## config.mk

```make
export PLATFORM = sky130hd
export DESIGN_NAME = c6502_alu
export DESIGN_NICKNAME = d
export VERILOG_FILES = /design/src/hw/rtl/c6502_pkg.sv /design/src/hw/rtl/c6502_alu.sv
export SDC_FILE = /design/constraint.sdc
export NUM_CORES = 1
export LEC_CHECK = 0
export ABC_AREA = 1
export ABC_CLOCK_PERIOD_IN_PS = 6300
export BUFFER_PORTS_ARGS = -buffer_cell sky130_fd_sc_hd__buf_4
export CORE_MARGIN = 2
export CORE_UTILIZATION = 30
export DETAILED_ROUTE_END_ITERATION = 10
export PLACE_DENSITY_LB_ADDON = 0.2
export SLEW_MARGIN = 20
export SYNTH_ARGS = -nofsm -noshare
export SYNTH_HDL_FRONTEND = slang
export SYNTH_SLANG_ARGS = --single-unit
```

## constraint.sdc

```tcl
create_clock -name vclk -period 6.3
set_input_delay 1.575 -clock vclk [all_inputs]
set_output_delay 1.575 -clock vclk [all_outputs]
set_load 0.01 [all_outputs]
```

## src/hw/rtl/c6502_pkg.sv

```systemverilog
`timescale 1ns / 1ps
package c6502_pkg;

   typedef enum logic [1:0] {
      FUNC_WRITE = 2'd0,
      FUNC_READ  = 2'd1,
      FUNC_EXEC  = 2'd2,
      FUNC_NONE  = 2'd3
   } func_type;

   typedef enum logic [3:0] {
      MODE_IMP, MODE_IMM, MODE_ZP, MODE_ZPX, MODE_ZPY,
      MODE_ABS, MODE_ABX, MODE_ABY, MODE_INX, MODE_INY
   } mode_type;

   typedef enum logic [4:0] {
      K_NOP, K_LDA, K_LDX, K_LDY, K_STA, K_STX, K_STY, K_ADC, K_INC, K_DEC,
      K_TAX, K_TAY, K_TXA, K_TYA, K_TXS, K_TSX, K_PHA,
      K_INX, K_INY, K_DEX, K_DEY, K_CLC, K_CLI, K_CLV, K_SEC, K_SEI
   } kind_type;

   typedef struct packed {
      kind_type kind;
      mode_type mode;
   } decode_type;

   typedef enum logic [3:0] {
      S_IDLE, S_CLEAR, S_ACCESS, S_OP, S_O1, S_O2, S_P1, S_P2,
      S_DATA, S_WRITE, S_HALTCHK, S_DONE
   } state_type;

   // alu operation selects
   typedef enum logic [2:0] {
      ALU_PASS, ALU_ADC, ALU_INC, ALU_DEC, ALU_ADD
   } alu_op_type;

   localparam logic [7:0] HALT_BYTE = 8'hFF;
   localparam logic [7:0] STACK_PAGE = 8'h01;
   localparam logic [7:0] SP_RESET = 8'hFF;

   function automatic decode_type decode(input logic [7:0] op);
      decode_type d;
      d = '{kind: K_NOP, mode: MODE_IMP};
      unique case (op)
         8'hA9: d = '{K_LDA, MODE_IMM};
         8'hA5: d = '{K_LDA, MODE_ZP};
         8'hB5: d = '{K_LDA, MODE_ZPX};
         8'hAD: d = '{K_LDA, MODE_ABS};
         8'hBD: d = '{K_LDA, MODE_ABX};
         8'hB9: d = '{K_LDA, MODE_ABY};
         8'hA1: d = '{K_LDA, MODE_INX};
         8'hB1: d = '{K_LDA, MODE_INY};
         8'hA2: d = '{K_LDX, MODE_IMM};
         8'hA6: d = '{K_LDX, MODE_ZP};
         8'hB6: d = '{K_LDX, MODE_ZPY};
         8'hAE: d = '{K_LDX, MODE_ABS};
         8'hBE: d = '{K_LDX, MODE_ABY};
         8'hA0: d = '{K_LDY, MODE_IMM};
         8'hA4: d = '{K_LDY, MODE_ZP};
         8'hB4: d = '{K_LDY, MODE_ZPX};
         8'hAC: d = '{K_LDY, MODE_ABS};
         8'hBC: d = '{K_LDY, MODE_ABX};
         8'h85: d = '{K_STA, MODE_ZP};
         8'h95: d = '{K_STA, MODE_ZPX};
         8'h8D: d = '{K_STA, MODE_ABS};
         8'h9D: d = '{K_STA, MODE_ABX};
         8'h99: d = '{K_STA, MODE_ABY};
         8'h81: d = '{K_STA, MODE_INX};
         8'h91: d = '{K_STA, MODE_INY};
         8'h86: d = '{K_STX, MODE_ZP};
         8'h96: d = '{K_STX, MODE_ZPY};
         8'h8E: d = '{K_STX, MODE_ABS};
         8'h84: d = '{K_STY, MODE_ZP};
         8'h94: d = '{K_STY, MODE_ZPX};
         8'h8C: d = '{K_STY, MODE_ABS};
         8'h69: d = '{K_ADC, MODE_IMM};
         8'h65: d = '{K_ADC, MODE_ZP};
         8'h75: d = '{K_ADC, MODE_ZPX};
         8'h6D: d = '{K_ADC, MODE_ABS};
         8'h7D: d = '{K_ADC, MODE_ABX};
         8'h79: d = '{K_ADC, MODE_ABY};
         8'h61: d = '{K_ADC, MODE_INX};
         8'h71: d = '{K_ADC, MODE_INY};
         8'hE6: d = '{K_INC, MODE_ZP};
         8'hF6: d = '{K_INC, MODE_ZPX};
         8'hEE: d = '{K_INC, MODE_ABS};
         8'hFE: d = '{K_INC, MODE_ABX};
         8'hDE: d = '{K_DEC, MODE_ABX};
         8'hAA: d = '{K_TAX, MODE_IMP};
         8'hA8: d = '{K_TAY, MODE_IMP};
         8'h8A: d = '{K_TXA, MODE_IMP};
         8'h98: d = '{K_TYA, MODE_IMP};
         8'h9A: d = '{K_TXS, MODE_IMP};
         8'hBA: d = '{K_TSX, MODE_IMP};
         8'h48: d = '{K_PHA, MODE_IMP};
         8'hE8: d = '{K_INX, MODE_IMP};
         8'hC8: d = '{K_INY, MODE_IMP};
         8'hCA: d = '{K_DEX, MODE_IMP};
         8'h88: d = '{K_DEY, MODE_IMP};
         8'h18: d = '{K_CLC, MODE_IMP};
         8'h58: d = '{K_CLI, MODE_IMP};
         8'hB8: d = '{K_CLV, MODE_IMP};
         8'h38: d = '{K_SEC, MODE_IMP};
         8'h78: d = '{K_SEI, MODE_IMP};
         default: d = '{K_NOP, MODE_IMP};
      endcase
      return d;
   endfunction

endpackage

```

## src/hw/rtl/c6502_alu.sv

```systemverilog
`timescale 1ns / 1ps
module c6502_alu (
   input  c6502_pkg::alu_op_type op,
   input  logic [15:0]           a,
   input  logic [7:0]            b,
   input  logic                  carry_in,
   output logic [15:0]           res,
   output logic                  carry_out,
   output logic                  ovf
);
   import c6502_pkg::*;

   logic [8:0] sum8;

   always_comb begin
      sum8 = 9'd0;
      res = a;
      carry_out = 1'b0;
      ovf = 1'b0;
      case (op)
         ALU_ADC: begin
            sum8 = {1'b0, a[7:0]} + {1'b0, b} + {8'd0, carry_in};
            res = {8'd0, sum8[7:0]};
            carry_out = sum8[8];
            ovf = ~(a[7] ^ b[7]) & (a[7] ^ sum8[7]);
         end
         ALU_INC: res = {8'd0, a[7:0] + 8'd1};
         ALU_DEC: res = {8'd0, a[7:0] - 8'd1};
         // address add: 16-bit base plus zero-extended byte
         ALU_ADD: res = a + {8'd0, b};
         default: res = a;
      endcase
   end
endmodule

```

==> results by group <==
Timing
  • Setup TNS: 0 ns
  • Tmin final: 5.096 ns
  • Max Clock Freq: 196.2 MHz
  • Relative slew slack: 67.79%
  • Final Hold Viols: 0
  • Worst Tran Pin Value: 0.4769 ns
  • RSZ-0062 raised after global routing: no
  • Worst hold slack: 3.454 ns
  • Slew Limit Fails: 0
  • Tcrit/Tclk final: 80.89%
  • Endpoints failing setup: 0

Cells and area
  • P&R area growth vs syn: 31.16%
  • Register area: 0 sq um
  • # clk buffers: 0
  • Fraction of layout cells with a size suffix above 1: 21.07%
  • # nets final: 342
  • FFs & Latches: 0
  • Inserted Diodes: 0

Job
  • Max-cap viol count: 0

Min path
  • Hold Path Origin: a[11]
  • Worst min path class: input port to primary output
  • WHS Path Cells: 4
  • Hold Path End: res[11]

Die
  • Die height: 70.87 um
  • Core Rows: 24
  • Starting Density: 31.02%
  • Core footprint: 4324 sq um
  • Total die area: 5022 sq um
  • Die X: 70.87 um
  • IO Count: 46

Power and ir drop
  • Static Leak: 0.9437 nW
  • PD cells: 83.13 nW/um^2
  • Peak supply drop: 0.00002532 V

Detailed routing
  • Routed len/inst: 12.18 um
  • Via density: 4.877
  • 1st-iter DRT viols: 85
  • DRT Pass-1 Iters: 4
  • DRC: 0
  • Via count: 1712
  • Final ANT Viol Nets: 0
  • Final WL: 4276 um

Setup path
  • Slowest cell on the critical path: fa_1
  • Worst Path Max Fanout: 6
  • Critical path type: input port to primary output
  • Arrival time worst endpoint: 3.52 ns
  • Critical path cell sequence: buf_4, ha_1, inv_1, fa_1, o21ai_0, nand2_1, nand2_1, nand3_4, o21bai_1, nor3b_2, buf_4
  • CP endpoint kind: primary output
  • Crit path launch type: input port
  • Crit path launch: a[0]
  • CP Data Required Time: 4.72 ns
  • Worst stage delay on the critical path: 0.42 ns

Placed design
  • DP HPWL: 3556 um
  • I/O Buffers: 46
  • Routability cong.: 0.8539

Clock network
  • Postcts setup bufs: 0
  • CTS resizes: 0
  • Hold-fix buffers at CTS: 0

Synth
  • Avg Cell Area, Syn: 5.323 sq um
  • Synth top area share: 22.11%
  • Register area share after synthesis: 0%
  • Synth warn: 0
  • Leading cell type by number of instances after synthesis: nand2_1
  • Top post-synthesis cells by count: nand2_1, inv_1, nor2_1
  • Cells after synthesis: 252
  • Synth area leaders: nand2_1, ha_1, inv_1, nand3_1, nor2_1
  • Post-synth net total: 293
  • Post-Syn Area: 1341 sq um
  • Cell taking the most area after synthesis: nand2_1
  • Synth unique cells: 34

Global route
  • Pin count of the biggest net entering global routing: 10
  • Gr ovfl total: 0
  • Vias in the first global route: 1605
  • First-pass GRT wire length: 7348 um
  • Initial antenna violation count: 0
  • Tot GR Track Use: 17.26%

Status
  • Status: finished, final reports clean
worst max-delay path by stage:
stage                          to  slack (ns)  depth (start not counted)
after floorplan           res[14]        1.64                         10
after global placement    res[12]        1.20                         11
after detailed placement  res[12]        1.20                         11
after CTS                 res[12]        1.20                         11
after global routing      res[14]        0.89                         12
final                     res[12]        1.20                         11
cells in the final DEF (no fill, tap or decap):
cell	synthesis	layout
a2111o_1	1	1
a211oi_1	1	1
a21boi_0	1	1
a21o_1	1	1
a21oi_1	17	17
a221oi_1	1	1
buf_4	0	47
fa_1	3	3
ha_1	10	10
inv_1	32	32
inv_2	3	3
inv_4	1	1
nand2_1	79	79
nand2_4	1	1
nand3_1	23	23
nand3_4	1	1
nand3b_1	1	1
nand4_1	6	6
nor2_1	26	26
nor2_2	3	3
nor2_4	1	1
nor2_8	1	1
nor3_1	5	5
nor3_2	1	1
nor3_4	1	1
nor3b_2	1	1
o2111ai_1	1	1
o21a_1	2	2
o21ai_0	16	16
o21ai_1	2	2
o21bai_1	2	2
o41ai_1	1	1
or2_2	2	2
xnor2_1	1	1
xor2_1	4	4
routing by layer:
| metal | vias to the layer above | wire length (um) | GRT usage [%] |
|---|---|---|---|
| met5 | - | 0 | 0 |
| met3 | 0 | 198 | 0.5698 |
| met2 | 28 | 1928 | 28.87 |
| met4 | 0 | 0 | 1.258 |
| li1 | 931 | - | - |
| met1 | 753 | 2149 | 25.73 |
kinds of logic (layout without fill, tap and decap cells):
group / count (synthesis) / after routing / share of synthesized area [%]
adder cells (fa/ha/maj): 13 / 13 / 13.81
buffers and inverters: 36 / 83 / 10.26
AND/OR/NAND/NOR: 152 / 152 / 52.89
AO/OA/AOI/OAI: 46 / 46 / 19.78
XOR/XNOR: 5 / 5 / 3.265
area by class of cell:
| class | instances | area [sq um] |
|---|---|---|
| Inverter | 36 | 137.6 |
| Fill cell | 485 | 2565 |
| Tap cell | 52 | 65.06 |
| Timing Repair Buffer | 47 | 352.8 |
| Multi-Input combinational cell | 216 | 1204 |
power by group:
group / internal [W] / leakage [nW] / total (W) / switching [W]
Combinational: 0.0000612 / 0.944 / 0.000146 / 0.0000850
Clock: 0 / 0 / 0 / 0
Sequential: 0 / 0 / 0 / 0
Total: 0.0000612 / 0.944 / 0.000146 / 0.0000850
through the flow:
stage / cell area, sq um / std cells / power (W) / setup slack [ns] / utilization (%)
after floorplan: 1341 / 252 / 0.00008778 / 1.640 / -
after global placement: 1759 / 351 / 0.0001453 / 1.198 / 40.68
after detailed placement: 1759 / 351 / 0.0001462 / 1.197 / 40.68
after CTS: 1759 / 351 / 0.0001465 / 1.195 / 40.68
after global routing: 1759 / 351 / 0.0001653 / 0.8892 / 40.68
final: 1759 / 351 / 0.0001462 / 1.204 / 40.68
critical path, delay by kind of cell:
family	cells	cell delay [ns]
compound gates	2	0.47
buf+inv	3	0.34
fa+ha+maj	2	0.59
simple gates	4	0.55
Power figures use the tool's default switching activity.
